### src/hw/rtl/swac_pkg.sv
// Shared types and constants for the sensor window averager and converter.
// No dependencies; used by swac_convert and sensor_window_average_convert.

package swac_pkg;

  // Averaging window. The average is the top bits of the window sum.
  localparam int unsigned Window   = 64;
  localparam int unsigned WinShift = 6;
  localparam int unsigned AvgW     = 8;
  localparam int unsigned SumW     = AvgW + WinShift;
  localparam int unsigned LeftW    = WinShift + 1;

  // Temperature segments.
  localparam logic [AvgW-1:0] TempZeroAbove = 8'd188;
  localparam logic [AvgW-1:0] TempSatBelow  = 8'd82;
  localparam logic [AvgW-1:0] TempSatValue  = 8'd46;
  localparam logic [AvgW-1:0] TempSegSplit  = 8'd104;
  localparam logic [15:0]     TempHiBase    = 16'd4608;
  localparam logic [AvgW-1:0] TempHiPivot   = 8'd145;
  localparam logic [6:0]      TempHiSlope   = 7'd104;
  localparam logic [15:0]     TempLoBase    = 16'd10522;
  localparam logic [AvgW-1:0] TempLoPivot   = 8'd91;
  localparam logic [6:0]      TempLoSlope   = 7'd125;
  localparam logic [15:0]     TempRound     = 16'd128;

  // Humidity in Q8.24: 1/1.816685534 and 4.468284738, both scaled by 2^24.
  localparam logic [23:0] HumRecip  = 24'd9235069;
  localparam logic [26:0] HumOffset = 27'd74965378;

  typedef enum logic [1:0] {
    CFG_TEMP_LOW  = 2'd0,
    CFG_TEMP_HIGH = 2'd1,
    CFG_HUM_LOW   = 2'd2,
    CFG_HUM_HIGH  = 2'd3
  } cfg_idx_e;

  typedef enum logic [1:0] {
    RPT_NONE  = 2'd0,
    RPT_RAISE = 2'd1,
    RPT_CLEAR = 2'd2
  } report_e;

  typedef enum logic {
    ACT_ADD     = 1'b0,
    ACT_RESTART = 1'b1
  } action_e;

  typedef enum logic {
    CH_TEMP = 1'b0,
    CH_HUM  = 1'b1
  } channel_e;

  // A closed window waiting for conversion and range check.
  typedef struct packed {
    channel_e        channel;
    logic [AvgW-1:0] avg;
    logic            quiet;
  } window_t;

endpackage

### src/hw/rtl/swac_convert.sv
// Converts a window average to degrees Celsius or percent humidity.
// Purely combinational; uses swac_pkg for constants and types.

module swac_convert (
  input  swac_pkg::channel_e              channel_i,
  input  logic [swac_pkg::AvgW-1:0]       avg_i,
  output logic [swac_pkg::AvgW-1:0]       converted_o
);

  logic [swac_pkg::AvgW-1:0] pivot;
  logic [15:0]               base;
  logic [6:0]                slope;
  logic                      above;
  logic [swac_pkg::AvgW-1:0] diff;
  logic [14:0]               prod;
  logic [15:0]               seg_val;
  logic [15:0]               rounded;
  logic [swac_pkg::AvgW-1:0] celsius;
  logic [32:0]               hum_acc;

  always_comb begin
    if (avg_i > swac_pkg::TempSegSplit) begin
      pivot = swac_pkg::TempHiPivot;
      base  = swac_pkg::TempHiBase;
      slope = swac_pkg::TempHiSlope;
    end else begin
      pivot = swac_pkg::TempLoPivot;
      base  = swac_pkg::TempLoBase;
      slope = swac_pkg::TempLoSlope;
    end
    above   = avg_i > pivot;
    diff    = above ? (avg_i - pivot) : (pivot - avg_i);
    prod    = 15'(diff) * 15'(slope);
    // Within the linear range the segment value stays inside 16 bits.
    seg_val = above ? (base - 16'(prod)) : (base + 16'(prod));
    rounded = seg_val + swac_pkg::TempRound;

    if (avg_i > swac_pkg::TempZeroAbove) begin
      celsius = '0;
    end else if (avg_i < swac_pkg::TempSatBelow) begin
      celsius = swac_pkg::TempSatValue;
    end else begin
      celsius = rounded[15:8];
    end
  end

  assign hum_acc = 33'(avg_i) * 33'(swac_pkg::HumRecip) + 33'(swac_pkg::HumOffset);

  assign converted_o = (channel_i == swac_pkg::CH_HUM) ? hum_acc[31:24] : celsius;

endmodule

### src/hw/rtl/sensor_window_average_convert.sv
// A sample that closes a window passes the window register, then the result register.
// Throughput: one request per cycle while in_stall_o is low; sums and counters update in
// the accepting cycle; conversion and range check run between window and result registers.
// Reset (async, active low) clears both sums, loads both counters with the window length,
// clears the abnormal flag and loads the limit registers with their defaults.
// Depends on swac_pkg and swac_convert.

module sensor_window_average_convert (
  input  logic       clk_i,
  input  logic       rst_ni,

  input  logic       cfg_valid_i,
  output logic       cfg_ready_o,
  input  logic [1:0] cfg_index_i,
  input  logic [7:0] cfg_data_i,

  input  logic       in_valid_i,
  output logic       in_stall_o,
  input  logic       action_i,
  input  logic       channel_i,
  input  logic [7:0] sample_i,
  input  logic       quiet_i,

  output logic       out_valid_o,
  input  logic       out_stall_i,
  output logic       which_channel_o,
  output logic [7:0] average_o,
  output logic [7:0] converted_o,
  output logic       checked_o,
  output logic       abnormal_o,
  output logic [1:0] error_report_o
);

  localparam int unsigned SumW  = swac_pkg::SumW;
  localparam int unsigned LeftW = swac_pkg::LeftW;
  localparam int unsigned AvgW  = swac_pkg::AvgW;

  // Configuration registers.
  logic [7:0] temp_low_q, temp_high_q, hum_low_q, hum_high_q;

  // Window state.
  logic [SumW-1:0]  temp_sum_q, temp_sum_d, hum_sum_q, hum_sum_d;
  logic [LeftW-1:0] temp_left_q, temp_left_d, hum_left_q, hum_left_d;

  // Closed-window stage and result stage.
  logic                 win_valid_q, win_valid_d;
  swac_pkg::window_t    win_q, win_d;
  logic                 out_valid_q, out_valid_d;
  logic                 abnormal_q, abnormal_d;
  logic                 out_chan_q;
  logic [AvgW-1:0]      out_avg_q, out_conv_q;
  logic                 out_checked_q, out_checked_d;
  swac_pkg::report_e    out_rpt_q, out_rpt_d;

  logic             in_accept, res_ready, win_move;
  logic             is_hum;
  logic [SumW-1:0]  cur_sum, new_sum;
  logic [LeftW-1:0] cur_left, eff_left, new_left;
  logic             closes;
  logic [AvgW-1:0]  conv;
  logic [7:0]       lim_lo, lim_hi;
  logic             out_of_range;

  assign cfg_ready_o = 1'b1;

  always_ff @(posedge clk_i or negedge rst_ni) begin
    if (!rst_ni) begin
      temp_low_q  <= 8'd27;
      temp_high_q <= 8'd245;
      hum_low_q   <= 8'd4;
      hum_high_q  <= 8'd204;
    end else if (cfg_valid_i && cfg_ready_o) begin
      case (swac_pkg::cfg_idx_e'(cfg_index_i))
        swac_pkg::CFG_TEMP_LOW:  temp_low_q  <= cfg_data_i;
        swac_pkg::CFG_TEMP_HIGH: temp_high_q <= cfg_data_i;
        swac_pkg::CFG_HUM_LOW:   hum_low_q   <= cfg_data_i;
        swac_pkg::CFG_HUM_HIGH:  hum_high_q  <= cfg_data_i;
        default: ;
      endcase
    end
  end

  // Handshake: the result register frees when empty or taken this cycle.
  assign res_ready  = !out_valid_q || !out_stall_i;
  assign win_move   = win_valid_q && res_ready;
  assign in_stall_o = win_valid_q && !res_ready;
  assign in_accept  = in_valid_i && !in_stall_o;

  // Accumulate stage.
  always_comb begin
    is_hum   = (channel_i == swac_pkg::CH_HUM);
    cur_sum  = is_hum ? hum_sum_q : temp_sum_q;
    cur_left = is_hum ? hum_left_q : temp_left_q;
    new_sum  = cur_sum + SumW'(sample_i);
    // A counter outside 1..Window behaves as one sample left.
    if (cur_left == '0 || cur_left > LeftW'(swac_pkg::Window)) begin
      eff_left = LeftW'(1);
    end else begin
      eff_left = cur_left;
    end
    new_left = eff_left - LeftW'(1);
    closes   = (new_left == '0);

    temp_sum_d  = temp_sum_q;
    temp_left_d = temp_left_q;
    hum_sum_d   = hum_sum_q;
    hum_left_d  = hum_left_q;
    win_d       = win_q;
    win_valid_d = win_move ? 1'b0 : win_valid_q;

    if (in_accept) begin
      if (action_i == swac_pkg::ACT_RESTART) begin
        temp_sum_d  = '0;
        hum_sum_d   = '0;
        temp_left_d = LeftW'(swac_pkg::Window);
        hum_left_d  = LeftW'(swac_pkg::Window);
      end else begin
        if (is_hum) begin
          hum_sum_d  = closes ? '0 : new_sum;
          hum_left_d = closes ? LeftW'(swac_pkg::Window) : new_left;
        end else begin
          temp_sum_d  = closes ? '0 : new_sum;
          temp_left_d = closes ? LeftW'(swac_pkg::Window) : new_left;
        end
        if (closes) begin
          win_valid_d   = 1'b1;
          win_d.channel = swac_pkg::channel_e'(channel_i);
          win_d.avg     = new_sum[SumW-1:SumW-AvgW];
          win_d.quiet   = quiet_i;
        end
      end
    end
  end

  always_ff @(posedge clk_i or negedge rst_ni) begin
    if (!rst_ni) begin
      temp_sum_q  <= '0;
      hum_sum_q   <= '0;
      temp_left_q <= LeftW'(swac_pkg::Window);
      hum_left_q  <= LeftW'(swac_pkg::Window);
      win_valid_q <= 1'b0;
    end else begin
      temp_sum_q  <= temp_sum_d;
      hum_sum_q   <= hum_sum_d;
      temp_left_q <= temp_left_d;
      hum_left_q  <= hum_left_d;
      win_valid_q <= win_valid_d;
    end
  end

  always_ff @(posedge clk_i) begin
    win_q <= win_d;
  end

  // Conversion and range check stage.
  swac_convert u_convert (
    .channel_i   (win_q.channel),
    .avg_i       (win_q.avg),
    .converted_o (conv)
  );

  always_comb begin
    lim_lo = (win_q.channel == swac_pkg::CH_HUM) ? hum_low_q  : temp_low_q;
    lim_hi = (win_q.channel == swac_pkg::CH_HUM) ? hum_high_q : temp_high_q;
    out_of_range = (win_q.avg <= lim_lo) || (win_q.avg >= lim_hi);

    abnormal_d    = abnormal_q;
    out_checked_d = 1'b0;
    out_rpt_d     = swac_pkg::RPT_NONE;
    if (!win_q.quiet) begin
      out_checked_d = 1'b1;
      if (out_of_range) begin
        abnormal_d = 1'b1;
        out_rpt_d  = swac_pkg::RPT_RAISE;
      end else begin
        abnormal_d = 1'b0;
        out_rpt_d  = abnormal_q ? swac_pkg::RPT_CLEAR : swac_pkg::RPT_NONE;
      end
    end

    if (win_move) begin
      out_valid_d = 1'b1;
    end else if (!out_stall_i) begin
      out_valid_d = 1'b0;
    end else begin
      out_valid_d = out_valid_q;
    end
  end

  always_ff @(posedge clk_i or negedge rst_ni) begin
    if (!rst_ni) begin
      out_valid_q <= 1'b0;
      abnormal_q  <= 1'b0;
    end else begin
      out_valid_q <= out_valid_d;
      if (win_move) begin
        abnormal_q <= abnormal_d;
      end
    end
  end

  always_ff @(posedge clk_i) begin
    if (win_move) begin
      out_chan_q    <= win_q.channel;
      out_avg_q     <= win_q.avg;
      out_conv_q    <= conv;
      out_checked_q <= out_checked_d;
      out_rpt_q     <= out_rpt_d;
    end
  end

  assign out_valid_o     = out_valid_q;
  assign which_channel_o = out_chan_q;
  assign average_o       = out_avg_q;
  assign converted_o     = out_conv_q;
  assign checked_o       = out_checked_q;
  assign abnormal_o      = abnormal_q;
  assign error_report_o  = out_rpt_q;

  // A shown raise report always comes with the flag set, a recovery with it clear.
  assert property (@(posedge clk_i) disable iff (!rst_ni)
    (out_valid_q && out_rpt_q == swac_pkg::RPT_RAISE) |-> abnormal_q)
    else $error("raise report without abnormal flag");

  assert property (@(posedge clk_i) disable iff (!rst_ni)
    (out_valid_q && out_rpt_q == swac_pkg::RPT_CLEAR) |-> !abnormal_q)
    else $error("recovery report with abnormal flag set");

  assert property (@(posedge clk_i) disable iff (!rst_ni)
    (out_valid_q && !out_checked_q) |-> (out_rpt_q == swac_pkg::RPT_NONE))
    else $error("report given on an unchecked window");

  // Counters stay inside one window length.
  assert property (@(posedge clk_i) disable iff (!rst_ni)
    (temp_left_q != '0 && temp_left_q <= LeftW'(swac_pkg::Window) &&
     hum_left_q != '0 && hum_left_q <= LeftW'(swac_pkg::Window)))
    else $error("window counter out of range");

  assert property (@(posedge clk_i) disable iff (!rst_ni)
    (in_accept && action_i == swac_pkg::ACT_RESTART) |=>
      (temp_sum_q == '0 && hum_sum_q == '0))
    else $error("restart did not clear the window sums");

endmodule

### config.mk
export PLATFORM = sky130hd
export DESIGN_NAME = sensor_window_average_convert
export DESIGN_NICKNAME = d
export VERILOG_FILES = /design/src/hw/rtl/swac_pkg.sv /design/src/hw/rtl/swac_convert.sv /design/src/hw/rtl/sensor_window_average_convert.sv
export SDC_FILE = /design/constraint.sdc
export NUM_CORES = 1
export LEC_CHECK = 0
export BUFFER_PORTS_ARGS = -buffer_cell sky130_fd_sc_hd__buf_4
export CAP_MARGIN = 15
export CORE_MARGIN = 1.5
export CORE_UTILIZATION = 25
export CTS_CLUSTER_SIZE = 16
export DETAILED_ROUTE_END_ITERATION = 10
export PLACE_DENSITY_LB_ADDON = 0.15
export SETUP_SLACK_MARGIN = 0.1
export SLEW_MARGIN = 10
export SYNTH_ARGS = -nofsm -noshare
export SYNTH_HDL_FRONTEND = slang
export SYNTH_SLANG_ARGS = --single-unit
### constraint.sdc
create_clock -name clk_i -period 13.54 [get_ports clk_i]
set_clock_uncertainty 0.15 [all_clocks]
set_input_delay 2.031 -clock clk_i [delete_from_list [all_inputs] [get_ports clk_i]]
set_output_delay 2.031 -clock clk_i [all_outputs]
set_load 0.005 [all_outputs]
### Word-level counts from Yosys, hierarchy flattened

Cells that the tools add are included.

| word-level totals | value |
|---|---|
| flip-flop bits (word level) | 107 |
| output and inout bits | 24 |
| input bits | 26 |
| logic and storage cells | 100 |

| cells by class | value |
|---|---|
| multiplexer cells | 33 |
| multiply operators | 2 |
| bitwise operators | 2 |
| magnitude comparators | 7 |
| $add $sub $neg | 8 |
| reduce and logical (&&, ||, !) cells | 23 |
| eq/ne operators | 5 |

Operator list:

| kind | number |
|---|---|
| 2-to-1 mux 14 bit | 7 |
| 2-to-1 mux 8 bit | 7 |
| 2-to-1 mux 7 bit | 7 |
| adder 32 x 27 -> 32 bit (second input constant) | 1 |
| multiplier 8 x 24 -> 32 bit (second input constant) | 1 |
| adder 14 x 15 -> 16 bit | 1 |
| adder 16 x 8 -> 16 bit (second input constant) | 1 |
| 2-to-1 mux 16 bit | 1 |
| subtractor 14 x 15 -> 16 bit | 1 |
| subtractor 8 bit | 2 |
| multiplier 8 x 7 -> 15 bit | 1 |
| adder 14 x 8 -> 14 bit | 1 |
| logical NOT 7 bit | 2 |
| AND reduction 2 bit | 7 |
| 2-to-1 mux 1 bit | 9 |
| >= comparator 8 bit | 1 |
| > comparator 8 x 7 -> 1 bit (second input constant) | 1 |
| > comparator 8 bit | 1 |
| > comparator 8 bit (second input constant) | 1 |
| <= comparator 8 bit | 1 |
| less-than comparator 8 x 7 -> 1 bit (second input constant) | 1 |
| > comparator 7 bit (second input constant) | 1 |
| subtractor 7 x 1 -> 7 bit (second input constant) | 1 |
| 2-to-1 mux 5 bit | 1 |
| 13 further kinds | 22 |

### Longest topological paths before layout

| logic depth | value |
|---|---|
| depth after elaboration | 11 |
| gate-level depth with buffers | 41 |
| gate-level depth less buffers | 40 |

### Modules after synthesis

Synthesis repeated with hierarchy kept, for this count alone.

| unflattened totals | value |
|---|---|
| cells, all modules | 1133 |
| area total of the unflattened synthesis | 11681.2 µm² |

Modules (own cells, without submodules):

| module | cells an instance | area each (µm²) | instances |
|---|---|---|---|
| swac_convert | 703 | 6232.2 | 1 |
| sensor_window_average_convert | 430 | 5449.0 | 1 |

### Worst setup path before layout

No wires, ideal clock.

| timing | value |
|---|---|
| path type | reg-to-reg |
| start | reg win_q[3] (netlist bit) |
| end | reg out_conv_q[6] (netlist: converted_o[6]) (data pin) |
| library setup time | 0.256 ns |
| stages on the path, launching flop included | 40 |
| setup slack | 3.735 ns |
| path buffers | 2 |
| data required time | 13.134 ns |
| arrival | 9.399 ns |
| clock period less this slack | 9.805 ns |
| cells stage by stage | edfxtp_1 inv_1 ha_1 and4_1 a21oi_4 inv_2 ha_1 a21o_1 a2111oi_1 or3_1 clkbuf_1 nor2_1 a21oi_1 nor2_1 ha_1 inv_1 fa_1 inv_1 [4 not listed] ha_1 o21ai_1 o21ba_2 o21ai_1 xor2_1 nor2_1 nor4b_1 nor2_1 xnor2_1 ha_1 clkbuf_2 xor2_1 a211o_1 a211o_1 or4_1 nand3_1 xor2_1 a22o_1 |

| between the ends | value |
|---|---|
| word-level cells in the longest chain between the ends | 11 |
| elaborated cells on any way between the ends | 20 |

RTL lines:

| element | line | text |
|---|---|---|
| start: declaration | sensor_window_average_convert.sv:47 | `swac_pkg::window_t win_q, win_d;` |
| start signal: assignment | sensor_window_average_convert.sv:152 | `win_q <= win_d;` |
| > comparator 8 x 7 -> 1 bit | swac_convert.sv:22 | `if (avg_i > swac_pkg::TempSegSplit) begin` |
| 2-to-1 mux 8 bit | swac_convert.sv:22 |  |
| subtractor 8 bit / > comparator 8 bit (equally long branches) | swac_convert.sv:32, swac_convert.sv:31 |  |
| 2-to-1 mux 8 bit | swac_convert.sv:32 | `diff = above ? (avg_i - pivot) : (pivot - avg_i);` |
| multiplier 8 x 7 -> 15 bit | swac_convert.sv:33 | `prod = 15'(diff) * 15'(slope);` |
| adder 14 x 15 -> 16 bit / subtractor 14 x 15 -> 16 bit (equally long branches) | swac_convert.sv:35 | `seg_val = above ? (base - 16'(prod)) : (base + 16'(prod));` |
| 2-to-1 mux 16 bit | swac_convert.sv:35 |  |
| adder 16 x 8 -> 16 bit | swac_convert.sv:36 | `rounded = seg_val + swac_pkg::TempRound;` |
| 2-to-1 mux 8 bit | swac_convert.sv:40 | `end else if (avg_i < swac_pkg::TempSatBelow) begin` |
| 2-to-1 mux 8 bit | swac_convert.sv:38 | `if (avg_i > swac_pkg::TempZeroAbove) begin` |
| 2-to-1 mux 8 bit (*) | swac_convert.sv:49 | `assign converted_o = (channel_i == swac_pkg::CH_HUM) ? hum_acc[31:24] : celsius;` |
| named net conv[6] | sensor_window_average_convert.sv:60 | `logic [AvgW-1:0] conv;` |
| end signal: assignment | sensor_window_average_convert.sv:206 | `out_conv_q <= conv;` |
| end: declaration | sensor_window_average_convert.sv:51 | `logic [AvgW-1:0] out_avg_q, out_conv_q;` |

Mark *: on every way through the listed nets, which the timed path passes. The rest lies on a longest branch.
A chain may end at the register's enable or synchronous reset.

### Worst setup path in the final report

Same ends and word-level chain as after synthesis.

==> flow_summary.yaml <==
final_layout:
  drive_above_1_share_pct: 15.66
  area.growth.synth_to_final_pct: 13.07
  final_common_cell: "ha_1"
  ff_latch_area_sq_um: 2849
  multi_input_area_sq_um: 7619
  fillers: 4595
  n_antenna_cell: 0
  final_cell_mix: "ha_1 (166), inv_1 (108), fa_1 (78)"
  nets: 1376
worst_hold_path:
  hp-class: "reg2reg"
  hold_start: "hum_left_q[0]"
global_routing:
  grt_max_degree: 56
  grt_util_all_layers_pct: 13.19
  grt_pass1_wl_microns: 45710
  antenna_found_initial: 0
  grt_pass1_vias: 8218
  gr-total-overflow: 0
critical_path:
  rr_startpoint: "win_q[3]"
  slowest_stage: "fa_1"
  worstSetupStartpoint: "win_q[3]"
  crit_path_end_kind: "flip-flop"
  cp-start-kind: "flip-flop"
  cp.required_ns: 13.53
  crit_fanout: 17
  worst-setup-path-type: "reg2reg"
  max_stage_delay_ns: 0.52
  cp.arrival_ns: 10.56
logic_synthesis:
  synth-main-ff-cell: "dfrtp_1"
  synth_seq_area_share_pct: 25.98
  synth_top_family_by_area: "adder cells"
  yosys_warnings: 0
  avgSynthCellArea_sq_um: 10.38
  synthSimpleGateAreaFrac_pct: 9.894
  muxShareOfSynthArea_pct: 8.445
  synth_edf_count: 30
  syn-num-nets: 1326
  synthCells: 1056
  synth-seq-cells: 107
  synth_compound_area_share_pct: 13.18
  yosys.area.top_type: "ha_1"
  synth_fa_ha_area_share_pct: 33.18
  synth_top_area_share_pct: 18.94
  ys_types: 75
  netlist_area_sq_um: 10960
  synth_xor_xnor_area_share_pct: 4.679
  synthArstFlopShare_pct: 71.96
  synth_area_leaders: "ha_1 (19%), fa_1 (14%), dfrtp_1 (14%)"
die:
  coreArea_sq_um: 43170
  start_util_pct: 25.40
  die_w_microns: 212.4
  fp-row-count: 76
  io-pin-count: 50
  die_y_microns: 212.4
  die_area_sq_um: 45120
clock_network:
  cts_sinks: 107
  htreeDepth: 3
  ctsResizeCount: 0
  cts.clk_slew.worst_paths_ns: 0.08
  clkLatencyLatePin_ns: 0.37
  clock_path_buffers: 2
  hold_buffers: 0
  cts_setup_buffers: 0
  clock-root-buffer: "clkbuf_16"
  cts_buffers: 9
  tritoncts: "yes"
routing:
  drc: 0
  top_layer_used: "met4"
  wl_met3_microns: 739
  route.met2.wl_microns: 13400
  dr.pass1.iters: 4
  vias_per_cell: 4.573
  finalWirelength_microns: 28120
  wl_per_cell_microns: 16.58
  drtIter0Drc: 379
  drt-met1-wl_microns: 13740
  vias: 7755
  detail-route-antenna-nets: 0
timing:
  final.setup.tns_ns: 0
  maxSlewHeadroom_pct: 33.34
  hold_viol: 0
  setup_viol: 0
  setup_slack_ns: 2.968
  rsz0062_at_grt: "false"
  tightest_slew_ns: 0.9962
  slew_viol_final: 0
  fin_crit_sh_pct: 78.08
  timing.final.crit_period_ns: 10.57
  max_freq_mhz: 94.59
placement:
  gp_congestion: 0.7870
  pre_cts_slack_ns: 2.970
  dp_hpwl_microns: 21850
  io_buffers: 48
job:
  cap_violations: 0
status:
  status: "finished clean"
-- stage by stage --
step                std cells  util (%)  area (sq um)  hold slack (ns)
CTS                      1696     28.72         12400           0.3263
global placement         1680     27.98         12080           0.3048
detailed placement       1680     27.98         12080           0.3095
finish                   1696     28.72         12400           0.3230
global route             1696     28.72         12400           0.3534
floorplan                1056         -         10960           0.2744
-- routing by layer --
layer | up-vias | global-route usage (%)
met1 | 3835 | 17.90
met5 | - | 0
met2 | 75 | 22.24
li1 | 3831 | -
met3 | 14 | 1.994
met4 | 0 | 2.494
-- worst max-delay path, delay by kind of cell, from the launching register on --
kind | cells | cell delay [ns]
compound gates | 10 | 2.86
flops | 1 | 0.32
simple gates | 9 | 2.06
buf+inv | 7 | 0.96
fa+ha+maj | 8 | 3.22
xor+xnor | 4 | 0.73
-- Yosys cell counts (all sizes together) (10+ instances only) --
cell / number
ha: 166
a21oi: 48
nor2b: 20
mux2i: 25
edfxtp: 30
nor2: 41
dfrtp: 60
o21a: 10
o31ai: 22
o211ai: 13
inv: 109
o21ai: 40
xnor2: 33
nand3: 19
xor2: 23
nand2b: 10
dfstp: 17
nand2: 71
nor3: 13
mux2: 60
a21o: 15
fa: 78
clkbuf: 19
-- path summary, 6_finish.rpt --
kind                       slack, ns  cells after the start              to
setup reg to reg                2.97                     38  converted_o[6]
hold reg to reg                 0.32                      2   hum_left_q[0]
hold / removal                  0.32                      2   hum_left_q[0]
max in group asynchronous      10.80                      2   temp_sum_q[9]
setup / recovery                2.97                     38  converted_o[6]
min in group asynchronous       1.39                      1   temp_low_q[7]
-- area by class of cell --
class | instances | share of cell area (%)
Inverter | 110 | 3.331
Clock buffer | 10 | 1.847
Timing Repair Buffer | 62 | 3.755
Sequential cell | 107 | 22.98
Multi-Input combinational cell | 816 | 61.46
Clock inverter | 6 | 0.7267
Tap cell | 585 | 5.904
-- state kept, by name (all words and copies together), names as in the netlist, 2 cells and up --
register / flops
hum_sum_q: 14
temp_sum_q: 14
win_q: 10
average_o: 8
converted_o: 8
hum_high_q: 8
hum_low_q: 8
temp_high_q: 8
temp_low_q: 8
hum_left_q: 7
temp_left_q: 7
error_report_o: 2
-- cell families (layout without fill, tap and decap cells) --
kind of cell             Yosys count  count (layout)
AO/OA/AOI/OAI                    209             209
AND/OR/NAND/NOR                  220             220
flip-flops                       107             107
buffers and inverters            133             188
multiplexers                      85              85
XOR/XNOR                          57              57
other                              1               1
adder cells (fa/ha/maj)          244             244
Power is not shown: default switching activity piles up to over one toggle a cycle in this logic, so the estimate is an artifact.
